[config.mk]
export PLATFORM = sky130hd
export DESIGN_NAME = pixel_to_rgba8888_converter_unit
export DESIGN_NICKNAME = d
export VERILOG_FILES = /design/src/hw/rtl/pxc_pkg.sv /design/src/hw/rtl/pxc_decode_stage.sv /design/src/hw/rtl/pxc_unpack_stage.sv /design/src/hw/rtl/pxc_widen_stage.sv /design/src/hw/rtl/pixel_to_rgba8888_converter_unit.sv
export SDC_FILE = /design/constraint.sdc
export NUM_CORES = 1
export LEC_CHECK = 0
export BUFFER_PORTS_ARGS = -buffer_cell sky130_fd_sc_hd__buf_2
export CORE_ASPECT_RATIO = 0.9
export CORE_MARGIN = 4
export CORE_UTILIZATION = 57
export DETAILED_ROUTE_END_ITERATION = 12
export GPL_TIMING_DRIVEN = 0
export PLACE_DENSITY = 0.83
export SYNTH_ARGS = -nofsm -noshare
export SYNTH_HDL_FRONTEND = slang
export SYNTH_SLANG_ARGS = --single-unit
[constraint.sdc]
create_clock -name clk_i -period 2.1 [get_ports clk_i]
set_clock_uncertainty 0.1 [all_clocks]
set_input_delay 0.105 -clock clk_i [delete_from_list [all_inputs] [get_ports clk_i]]
set_output_delay 0.105 -clock clk_i [all_outputs]
set_load 0.01 [all_outputs]
[src/hw/rtl/pxc_pkg.sv]
// Package for the pixel to RGBA8888 converter.
// Holds source format codes, layout classes, the words passed between stages
// and the field widening helpers. No dependencies.
package pxc_pkg;

  // Source format codes as written to the format register
  localparam logic [3:0] FMT_A8       = 4'd0;
  localparam logic [3:0] FMT_L8       = 4'd1;
  localparam logic [3:0] FMT_LA88     = 4'd2;
  localparam logic [3:0] FMT_RGB565   = 4'd3;
  localparam logic [3:0] FMT_BGR565   = 4'd4;
  localparam logic [3:0] FMT_RGB888   = 4'd5;
  localparam logic [3:0] FMT_RGB8888  = 4'd6;
  localparam logic [3:0] FMT_BGR8888  = 4'd7;
  localparam logic [3:0] FMT_RGBA8888 = 4'd8;
  localparam logic [3:0] FMT_BGRA8888 = 4'd9;
  localparam logic [3:0] FMT_RGBA4444 = 4'd10;
  localparam logic [3:0] FMT_BGRA4444 = 4'd11;
  localparam logic [3:0] FMT_RGBA5551 = 4'd12;
  localparam logic [3:0] FMT_BGRA5551 = 4'd13;

  localparam logic [3:0] FMT_RESET    = FMT_RGBA8888;

  // Byte layout class of a format
  typedef enum logic [2:0] {
    LAYOUT_NONE,     // no color, no alpha (L8, unsupported)
    LAYOUT_A_BYTE0,  // alpha in byte 0
    LAYOUT_A_BYTE1,  // alpha in byte 1
    LAYOUT_565,
    LAYOUT_8888,     // one byte per channel
    LAYOUT_4444,
    LAYOUT_5551
  } layout_e;

  // Decoded control that travels with each word
  typedef struct packed {
    layout_e layout;
    logic    swap_rb;    // first channel is blue
    logic    has_alpha;  // 8888 layout carries alpha in byte 3
  } ctrl_t;

  // Source bytes of one pixel
  typedef struct packed {
    logic [7:0] b0;
    logic [7:0] b1;
    logic [7:0] b2;
    logic [7:0] b3;
  } bytes_t;

  // Unpacked, right-justified raw fields
  typedef struct packed {
    logic [7:0] ch1;
    logic [7:0] ch2;
    logic [7:0] ch3;
    logic [7:0] alpha;
  } raw_t;

  // Output color
  typedef struct packed {
    logic [7:0] red;
    logic [7:0] green;
    logic [7:0] blue;
    logic [7:0] alpha;
  } rgba_t;

  // Widening: shift left, OR in the field's own low bits
  function automatic logic [7:0] wide5(logic [4:0] v);
    return {v, v[2:0]};
  endfunction

  function automatic logic [7:0] wide6(logic [5:0] v);
    return {v, v[1:0]};
  endfunction

  function automatic logic [7:0] wide4(logic [3:0] v);
    return {v, v};
  endfunction

endpackage

[src/hw/rtl/pxc_decode_stage.sv]
// First pipeline stage: registers the source bytes and decodes the format
// code into a layout class. Depends on pxc_pkg.
module pxc_decode_stage (
  input  logic           clk_i,
  input  logic           rst_ni,
  input  logic           in_valid_i,
  output logic           in_ready_o,
  input  logic [3:0]     fmt_i,
  input  pxc_pkg::bytes_t bytes_i,
  output logic           out_valid_o,
  input  logic           out_ready_i,
  output pxc_pkg::ctrl_t out_ctrl_o,
  output pxc_pkg::bytes_t out_bytes_o
);

  logic            valid_q, valid_d;
  pxc_pkg::ctrl_t  ctrl_q, ctrl_d;
  pxc_pkg::bytes_t bytes_q;
  logic            load;

  assign in_ready_o = !valid_q || out_ready_i;
  assign load       = in_valid_i && in_ready_o;
  assign valid_d    = load ? 1'b1 : (valid_q && !out_ready_i);

  // Format code to layout class
  always_comb begin
    ctrl_d = '{layout: pxc_pkg::LAYOUT_NONE, swap_rb: 1'b0, has_alpha: 1'b0};
    unique case (fmt_i)
      pxc_pkg::FMT_A8:       ctrl_d.layout = pxc_pkg::LAYOUT_A_BYTE0;
      pxc_pkg::FMT_L8:       ctrl_d.layout = pxc_pkg::LAYOUT_NONE;
      pxc_pkg::FMT_LA88:     ctrl_d.layout = pxc_pkg::LAYOUT_A_BYTE1;
      pxc_pkg::FMT_RGB565:   ctrl_d.layout = pxc_pkg::LAYOUT_565;
      pxc_pkg::FMT_BGR565: begin
        ctrl_d.layout  = pxc_pkg::LAYOUT_565;
        ctrl_d.swap_rb = 1'b1;
      end
      pxc_pkg::FMT_RGB888,
      pxc_pkg::FMT_RGB8888:  ctrl_d.layout = pxc_pkg::LAYOUT_8888;
      pxc_pkg::FMT_BGR8888: begin
        ctrl_d.layout  = pxc_pkg::LAYOUT_8888;
        ctrl_d.swap_rb = 1'b1;
      end
      pxc_pkg::FMT_RGBA8888: begin
        ctrl_d.layout    = pxc_pkg::LAYOUT_8888;
        ctrl_d.has_alpha = 1'b1;
      end
      pxc_pkg::FMT_BGRA8888: begin
        ctrl_d.layout    = pxc_pkg::LAYOUT_8888;
        ctrl_d.swap_rb   = 1'b1;
        ctrl_d.has_alpha = 1'b1;
      end
      pxc_pkg::FMT_RGBA4444: ctrl_d.layout = pxc_pkg::LAYOUT_4444;
      pxc_pkg::FMT_BGRA4444: begin
        ctrl_d.layout  = pxc_pkg::LAYOUT_4444;
        ctrl_d.swap_rb = 1'b1;
      end
      pxc_pkg::FMT_RGBA5551: ctrl_d.layout = pxc_pkg::LAYOUT_5551;
      pxc_pkg::FMT_BGRA5551: begin
        ctrl_d.layout  = pxc_pkg::LAYOUT_5551;
        ctrl_d.swap_rb = 1'b1;
      end
      default:               ctrl_d.layout = pxc_pkg::LAYOUT_NONE;
    endcase
  end

  // Valid bit
  always_ff @(posedge clk_i or negedge rst_ni) begin
    if (!rst_ni) begin
      valid_q <= 1'b0;
    end else begin
      valid_q <= valid_d;
    end
  end

  // Payload
  always_ff @(posedge clk_i) begin
    if (load) begin
      ctrl_q  <= ctrl_d;
      bytes_q <= bytes_i;
    end
  end

  assign out_valid_o = valid_q;
  assign out_ctrl_o  = ctrl_q;
  assign out_bytes_o = bytes_q;

endmodule

[src/hw/rtl/pxc_unpack_stage.sv]
// Second pipeline stage: cuts the source bytes into raw channel fields per
// layout class. Depends on pxc_pkg.
module pxc_unpack_stage (
  input  logic            clk_i,
  input  logic            rst_ni,
  input  logic            in_valid_i,
  output logic            in_ready_o,
  input  pxc_pkg::ctrl_t  ctrl_i,
  input  pxc_pkg::bytes_t bytes_i,
  output logic            out_valid_o,
  input  logic            out_ready_i,
  output pxc_pkg::ctrl_t  out_ctrl_o,
  output pxc_pkg::raw_t   out_raw_o
);

  logic           valid_q, valid_d;
  pxc_pkg::ctrl_t ctrl_q;
  pxc_pkg::raw_t  raw_q, raw_d;
  logic           load;

  assign in_ready_o = !valid_q || out_ready_i;
  assign load       = in_valid_i && in_ready_o;
  assign valid_d    = load ? 1'b1 : (valid_q && !out_ready_i);

  // Field extraction
  always_comb begin
    raw_d = '0;
    unique case (ctrl_i.layout)
      pxc_pkg::LAYOUT_A_BYTE0: raw_d.alpha = bytes_i.b0;
      pxc_pkg::LAYOUT_A_BYTE1: raw_d.alpha = bytes_i.b1;
      pxc_pkg::LAYOUT_565: begin
        raw_d.ch1 = {3'b000, bytes_i.b0[7:3]};
        raw_d.ch2 = {2'b00, bytes_i.b0[2:0], bytes_i.b1[7:5]};
        raw_d.ch3 = {3'b000, bytes_i.b1[4:0]};
      end
      pxc_pkg::LAYOUT_8888: begin
        raw_d.ch1   = bytes_i.b0;
        raw_d.ch2   = bytes_i.b1;
        raw_d.ch3   = bytes_i.b2;
        raw_d.alpha = ctrl_i.has_alpha ? bytes_i.b3 : 8'h00;
      end
      pxc_pkg::LAYOUT_4444: begin
        raw_d.ch1   = {4'h0, bytes_i.b0[7:4]};
        raw_d.ch2   = {4'h0, bytes_i.b0[3:0]};
        raw_d.ch3   = {4'h0, bytes_i.b1[7:4]};
        raw_d.alpha = {4'h0, bytes_i.b1[3:0]};
      end
      pxc_pkg::LAYOUT_5551: begin
        raw_d.ch1   = {3'b000, bytes_i.b0[7:3]};
        raw_d.ch2   = {3'b000, bytes_i.b0[2:0], bytes_i.b1[7:6]};
        raw_d.ch3   = {3'b000, bytes_i.b1[5:1]};
        raw_d.alpha = {7'h00, bytes_i.b1[0]};
      end
      default:                 raw_d = '0;
    endcase
  end

  // Valid bit
  always_ff @(posedge clk_i or negedge rst_ni) begin
    if (!rst_ni) begin
      valid_q <= 1'b0;
    end else begin
      valid_q <= valid_d;
    end
  end

  // Payload
  always_ff @(posedge clk_i) begin
    if (load) begin
      ctrl_q <= ctrl_i;
      raw_q  <= raw_d;
    end
  end

  assign out_valid_o = valid_q;
  assign out_ctrl_o  = ctrl_q;
  assign out_raw_o   = raw_q;

endmodule

[src/hw/rtl/pxc_widen_stage.sv]
// Third pipeline stage and output register: widens raw fields to eight bits
// and routes them to red, green, blue, alpha. Depends on pxc_pkg.
module pxc_widen_stage (
  input  logic           clk_i,
  input  logic           rst_ni,
  input  logic           in_valid_i,
  output logic           in_ready_o,
  input  pxc_pkg::ctrl_t ctrl_i,
  input  pxc_pkg::raw_t  raw_i,
  output logic           out_valid_o,
  input  logic           out_ready_i,
  output pxc_pkg::rgba_t out_rgba_o
);

  logic           valid_q, valid_d;
  pxc_pkg::rgba_t rgba_q, rgba_d;
  logic [7:0]     c1, c2, c3;
  logic           load;

  assign in_ready_o = !valid_q || out_ready_i;
  assign load       = in_valid_i && in_ready_o;
  assign valid_d    = load ? 1'b1 : (valid_q && !out_ready_i);

  // Widen per layout, then place first and third channel
  always_comb begin
    c1           = 8'h00;
    c2           = 8'h00;
    c3           = 8'h00;
    rgba_d.alpha = 8'h00;
    unique case (ctrl_i.layout)
      pxc_pkg::LAYOUT_A_BYTE0,
      pxc_pkg::LAYOUT_A_BYTE1: rgba_d.alpha = raw_i.alpha;
      pxc_pkg::LAYOUT_565: begin
        c1 = pxc_pkg::wide5(raw_i.ch1[4:0]);
        c2 = pxc_pkg::wide6(raw_i.ch2[5:0]);
        c3 = pxc_pkg::wide5(raw_i.ch3[4:0]);
      end
      pxc_pkg::LAYOUT_8888: begin
        c1           = raw_i.ch1;
        c2           = raw_i.ch2;
        c3           = raw_i.ch3;
        rgba_d.alpha = raw_i.alpha;
      end
      pxc_pkg::LAYOUT_4444: begin
        c1           = pxc_pkg::wide4(raw_i.ch1[3:0]);
        c2           = pxc_pkg::wide4(raw_i.ch2[3:0]);
        c3           = pxc_pkg::wide4(raw_i.ch3[3:0]);
        rgba_d.alpha = pxc_pkg::wide4(raw_i.alpha[3:0]);
      end
      pxc_pkg::LAYOUT_5551: begin
        c1           = pxc_pkg::wide5(raw_i.ch1[4:0]);
        c2           = pxc_pkg::wide5(raw_i.ch2[4:0]);
        c3           = pxc_pkg::wide5(raw_i.ch3[4:0]);
        rgba_d.alpha = {8{raw_i.alpha[0]}};
      end
      default: begin
        c1           = 8'h00;
        rgba_d.alpha = 8'h00;
      end
    endcase
    rgba_d.green = c2;
    rgba_d.red   = ctrl_i.swap_rb ? c3 : c1;
    rgba_d.blue  = ctrl_i.swap_rb ? c1 : c3;
  end

  // Valid bit
  always_ff @(posedge clk_i or negedge rst_ni) begin
    if (!rst_ni) begin
      valid_q <= 1'b0;
    end else begin
      valid_q <= valid_d;
    end
  end

  // Output register
  always_ff @(posedge clk_i) begin
    if (load) begin
      rgba_q <= rgba_d;
    end
  end

  assign out_valid_o = valid_q;
  assign out_rgba_o  = rgba_q;

endmodule

[src/hw/rtl/pixel_to_rgba8888_converter_unit.sv]
// Pixel to RGBA8888 converter: top level with the source format register
// and the three stage pipeline. Depends on pxc_pkg and the pxc stage modules.
//
// Usage:
//   Input channel (in_valid_i / in_ready_o) takes one source pixel word as
//   four bytes in memory order. Output channel (out_valid_o / out_ready_i)
//   gives one word of 8-bit red, green, blue and alpha for each input word.
//   The source format register is written through cfg_we_i / cfg_wdata_i
//   and is sampled as a word enters; change it only while the pipeline is
//   empty.
// Path: a word passes through the decode, unpack and widen registers in
//   that order; the widen register is the output register.
// Throughput: one word per cycle while out_ready_i stays high.
// Reset: all valid bits clear, the pipeline is empty, the format register
//   returns to RGBA8888.
// Stall: with out_ready_i low, each stage holds its word; earlier stages
//   keep filling bubbles, and in_ready_o drops only when all three stages
//   hold a word.
module pixel_to_rgba8888_converter_unit (
  input  logic       clk_i,
  input  logic       rst_ni,
  input  logic       cfg_we_i,
  input  logic [3:0] cfg_wdata_i,
  input  logic       in_valid_i,
  output logic       in_ready_o,
  input  logic [7:0] pixel_byte0_i,
  input  logic [7:0] pixel_byte1_i,
  input  logic [7:0] pixel_byte2_i,
  input  logic [7:0] pixel_byte3_i,
  output logic       out_valid_o,
  input  logic       out_ready_i,
  output logic [7:0] out_red_o,
  output logic [7:0] out_green_o,
  output logic [7:0] out_blue_o,
  output logic [7:0] out_alpha_o
);

  logic [3:0]      fmt_q;
  pxc_pkg::bytes_t in_bytes;
  logic            dec_valid, dec_ready;
  pxc_pkg::ctrl_t  dec_ctrl;
  pxc_pkg::bytes_t dec_bytes;
  logic            unp_valid, unp_ready;
  pxc_pkg::ctrl_t  unp_ctrl;
  pxc_pkg::raw_t   unp_raw;
  pxc_pkg::rgba_t  out_rgba;

  // Source format register
  always_ff @(posedge clk_i or negedge rst_ni) begin
    if (!rst_ni) begin
      fmt_q <= pxc_pkg::FMT_RESET;
    end else if (cfg_we_i) begin
      fmt_q <= cfg_wdata_i;
    end
  end

  assign in_bytes = '{b0: pixel_byte0_i, b1: pixel_byte1_i,
                      b2: pixel_byte2_i, b3: pixel_byte3_i};

  pxc_decode_stage u_decode (
    .clk_i       (clk_i),
    .rst_ni      (rst_ni),
    .in_valid_i  (in_valid_i),
    .in_ready_o  (in_ready_o),
    .fmt_i       (fmt_q),
    .bytes_i     (in_bytes),
    .out_valid_o (dec_valid),
    .out_ready_i (dec_ready),
    .out_ctrl_o  (dec_ctrl),
    .out_bytes_o (dec_bytes)
  );

  pxc_unpack_stage u_unpack (
    .clk_i       (clk_i),
    .rst_ni      (rst_ni),
    .in_valid_i  (dec_valid),
    .in_ready_o  (dec_ready),
    .ctrl_i      (dec_ctrl),
    .bytes_i     (dec_bytes),
    .out_valid_o (unp_valid),
    .out_ready_i (unp_ready),
    .out_ctrl_o  (unp_ctrl),
    .out_raw_o   (unp_raw)
  );

  pxc_widen_stage u_widen (
    .clk_i       (clk_i),
    .rst_ni      (rst_ni),
    .in_valid_i  (unp_valid),
    .in_ready_o  (unp_ready),
    .ctrl_i      (unp_ctrl),
    .raw_i       (unp_raw),
    .out_valid_o (out_valid_o),
    .out_ready_i (out_ready_i),
    .out_rgba_o  (out_rgba)
  );

  assign out_red_o   = out_rgba.red;
  assign out_green_o = out_rgba.green;
  assign out_blue_o  = out_rgba.blue;
  assign out_alpha_o = out_rgba.alpha;

`ifndef NO_ASSERTIONS
  // Input backpressure only when every stage is full and the sink stalls
  a_full_stall : assert property (@(posedge clk_i) disable iff (!rst_ni)
    !in_ready_o |-> (dec_valid && unp_valid && out_valid_o && !out_ready_i))
    else $error("input stalled while pipeline has room");

  // A decoded word moves into the unpack stage when it has room
  a_dec_advance : assert property (@(posedge clk_i) disable iff (!rst_ni)
    (dec_valid && dec_ready) |=> unp_valid)
    else $error("word lost between decode and unpack");

  // A word without color or alpha leaves as all zero
  a_none_zero : assert property (@(posedge clk_i) disable iff (!rst_ni)
    (unp_valid && unp_ready && (unp_ctrl.layout == pxc_pkg::LAYOUT_NONE))
      |=> (out_valid_o && (out_rgba == '0)))
    else $error("unsupported format gave nonzero output");
`endif

endmodule

==> results.yml <==
outcome:
  outcome: "finished, final reports clean"
die:
  die_h_um: 98.4
  ios: 75
  core_um2: 8730
  rows: 32
  die_area_um2: 10700
  start_util_pct: 59.4
  die_w_um: 108
worst_setup_path:
  cp_slowest_cell: "dlygate4sd3_1"
  crit_path_end_kind: "flop"
  r2r_setup_slack_ns: 0.29
  path_max_fanout: 1
  rr_startpoint: "u_decode.out_ctrl_o[3]$_DFFE_PP_"
  start_kind: "input pin"
  worst_path_largest_cell_delay_ns: 0.55
  ff2ff_path_depth: 4
  crit_path_frequent_cell: "dlygate4sd3_1"
  rr_endpoint: "u_unpack.out_raw_o[10]$_DFFE_PP_"
  critical_path_arrival_ns: 2.00
  path_class: "input pin to flop"
  cp_data_required_time_ns: 2.27
  critical-path-top-delay-family: "buffers and inverters"
  crit_chain: "dlygate4sd3_1 > buf_2 > nand2_1 > dlygate4sd3_1 > o21ai_0 > dlygate4sd3_1"
  cp_num_buf_inv: 4
final_layout:
  fillers: 573
  nets: 544
  instances_no_fill: 627
  multi_input_area_um2: 1660
  final_layout_size_suffix_gt1_share_pct: 26.2
  final_common_cell: "edfxtp_1"
  area_growth_pct: 22.7
  antenna_cells: 0
  layout_common_cells: "edfxtp_1, buf_2, dlygate4sd3_1"
  regArea_um2: 3330
sta:
  slew-limit-headroom_pct: 44.7
  max_freq_ghz: 0.545
  finalMaxSlewViolations: 0
  worst_slew_pin_slew_ns: 0.829
  fin_crit_sh_pct: 87.4
  fin_crit_ns: 1.83
  hold_violations: 0
  setup-tns-final_ns: 0
  rsz0062_at_grt: "no"
  worst_slack_ns: 0.265
  setup_viol: 0
clock_tree:
  cts_buffers: 9
  tritoncts: "done"
  path_clk_slew_ns: 0.11
  clockRootBuffer: "clkbuf_8"
  cts_buffer_depth: 2
  post_cts_buffers: 0
  h-tree-depth: 3
  clk_latency_ns: 0.37
  cts_sinks: 112
placement:
  dpl_worst_slack_ns: -0.208
  dpl.cell_count: 565
  gp_congestion: 0.897
  port_buffers: 74
  hpwl_um: 7270
run:
  cap_violations: 0
synth:
  yosysWarningCount: 0
  yosys_most_used_dff: "edfxtp_1"
  synth-seq-cells: 112
  netlist_area_um2: 5180
  syn_inst: 372
  syn-num-nets: 413
  seq_area_frac_synth_pct: 64.3
  synth_edf_count: 105
  syn_avg_cell_area_um2: 13.9
  async_flop_share_pct: 6.25
  yosysUniqueCellTypes: 45
power:
  seqPwrFrac_pct: 56.7
  switchingPower_uw: 1410
  p_per_area_nw_per_um2: 814
  max-vdd-ir-drop_mv: 0.551
  p_comb_share_pct: 19.8
  p_int_uw: 3760
  clockPowerShare_pct: 23.5
  switching_share_pct: 27.4
  p_leak_uw: 0.00250
grt:
  met2_usage_pct: 36.6
  busiest_layer: "met2"
  use_met3_pct: 5.30
  grt_pass1_vias: 3537
  antenna_found_initial: 0
  grt_use_total_pct: 22.2
  grt_pass1_wl_um: 18300
  grt_use_met1_pct: 29.3
  grt_max_degree: 38
  overflow: 0
min_path:
  holdCritPathClass: "input pin to async pin"
route:
  wl_um: 11100
  via_per_inst: 5.61
  drt_iter0_drc: 189
  dr_total_vias: 3517
  antenna_left: 0
  routedWlPerCell_um: 17.7
  first_pass_iters: 5
  remaining_drc_errors: 0
==> per-stage QoR <==
stage / cell area, um2 / power [uW] / utilization [%] / hold WS, ns
final: 6360 / 5170 / 72.8 / 0.134
after global routing: 6360 / 5440 / 72.8 / 0.140
after CTS: 6350 / 5180 / 72.8 / 0.0699
after detailed placement: 5700 / 3920 / 65.3 / -0.156
after global placement: 5700 / 3880 / 65.3 / -0.161
after floorplan: 5180 / 3590 / - / -0.291
==> cell families (layout without fill, tap and decap cells) <==
kind of cell,after synthesis,count (layout),synth area share (%)
buf+inv,32,168,3.69
simple gates,99,99,11.4
flops,112,112,64.3
compound gates,84,84,11.5
mux,44,44,8.77
xor+xnor,1,1,0.314
==> state kept, by name, indices dropped and copies added, names as in the netlist <==
register and count:
fmt_q 4, u_decode.out_bytes_o 32, u_widen.out_rgba_o 32, u_unpack.out_raw_o 32
u_unpack.out_valid_o 1, u_widen.out_valid_o 1, u_decode.out_valid_o 1, u_decode.out_ctrl_o 5
u_unpack.out_ctrl_o 4
==> worst max path at each step <==
| stage | start | slack (ns) | endpoint | cells after the start |
|---|---|---|---|---|
| after floorplan | u_widen.out_valid_o$_DFF_PN0_ | 0.04 | u_decode.out_bytes_o[0]$_DFFE_PP_ | 2 |
| after global placement | u_widen.out_valid_o$_DFF_PN0_ | -0.08 | u_decode.out_bytes_o[7]$_DFFE_PP_ | 2 |
| after detailed placement | u_widen.out_valid_o$_DFF_PN0_ | -0.21 | u_decode.out_bytes_o[5]$_DFFE_PP_ | 2 |
| after CTS | u_widen.out_valid_o$_DFF_PN0_ | 0.04 | u_widen.out_rgba_o[7]$_DFFE_PP_ | 2 |
| after global routing | cfg_wdata_i[0] | 0.21 | fmt_q[0]$_DFFE_PN0P_ | 6 |
| final | cfg_wdata_i[0] | 0.27 | fmt_q[0]$_DFFE_PN0P_ | 6 |
==> layout make-up <==
| class | count | area share [%] |
|---|---|---|
| Buffer | 25 | 2.60 |
| Timing Repair Buffer | 120 | 13.1 |
| Inverter | 7 | 0.413 |
| Sequential cell | 112 | 52.4 |
| Tap cell | 119 | 2.34 |
| Clock buffer | 11 | 2.40 |
| Clock inverter | 5 | 0.610 |
| Multi-Input combinational cell | 228 | 26.2 |
==> worst register-to-register path: stages, from the launching register on <==
cell,delay (ns)
edfxtp_1,0.47
buf_2,0.23
inv_1,0.12
clkbuf_1,0.39
o22ai_1,0.21
==> timing repair <==
action,4_1_cts,5_1_grt
hold buffers,46,0
gates resized for setup,2,0
endpoints found under the hold margin,46,0
endpoints found under the setup margin,73,0
==> cells in the mapped netlist, types with 2 or more instances <==
library cell  instances  share of area (%)
a21boi_0              3               0.43
a21oi_1               4               0.39
a221o_1               4               0.77
a22o_1                6                1.0
a22oi_1              14                2.0
a31oi_1               2               0.24
a32oi_1               2               0.34
and2_1               12                1.4
and2b_1               2               0.29
and3_1                4               0.48
and3b_1               3               0.51
buf_2                15                1.4
buf_4                 5               0.72
buf_6                 3               0.65
dfrtp_1               6                2.9
edfxtp_1            105                 61
inv_1                 6               0.43
mux2_2               11                2.4
mux2i_1              33                6.4
nand2_1              26                1.9
nand2b_1              8               0.97
nand3_1               7               0.68
nand3b_1              2               0.29
nand4b_1             15                2.5
nor2_1               11               0.80
nor2b_1               5               0.60
nor3b_2               2               0.48
o211ai_1              6               0.87
o21ai_0              11                1.1
o21ai_1               4               0.39
o221ai_1              2               0.34
o22ai_1              14                1.7
o2bb2ai_1             7                1.2
==> power by group through the flow <==
stage / logic, uW / registers, uW / clock network [uW]
4_1_cts: 1010 / 2930 / 1240
3_3_place_gp: 909 / 2970 / 0
5_1_grt: 1130 / 2960 / 1350
3_5_place_dp: 934 / 2990 / 0
6_report: 1020 / 2930 / 1220
2_1_floorplan: 606 / 2990 / 0
==> routing by layer <==
metal | wire (um) | part of all wire (%) | up-vias
li1 | - | - | 1717
met5 | 0 | 0 | -
met2 | 5450 | 49 | 148
met1 | 4700 | 42 | 1625
met4 | 212 | 1.9 | 0
met3 | 731 | 6.6 | 27
Power figures use the tool's default switching activity.
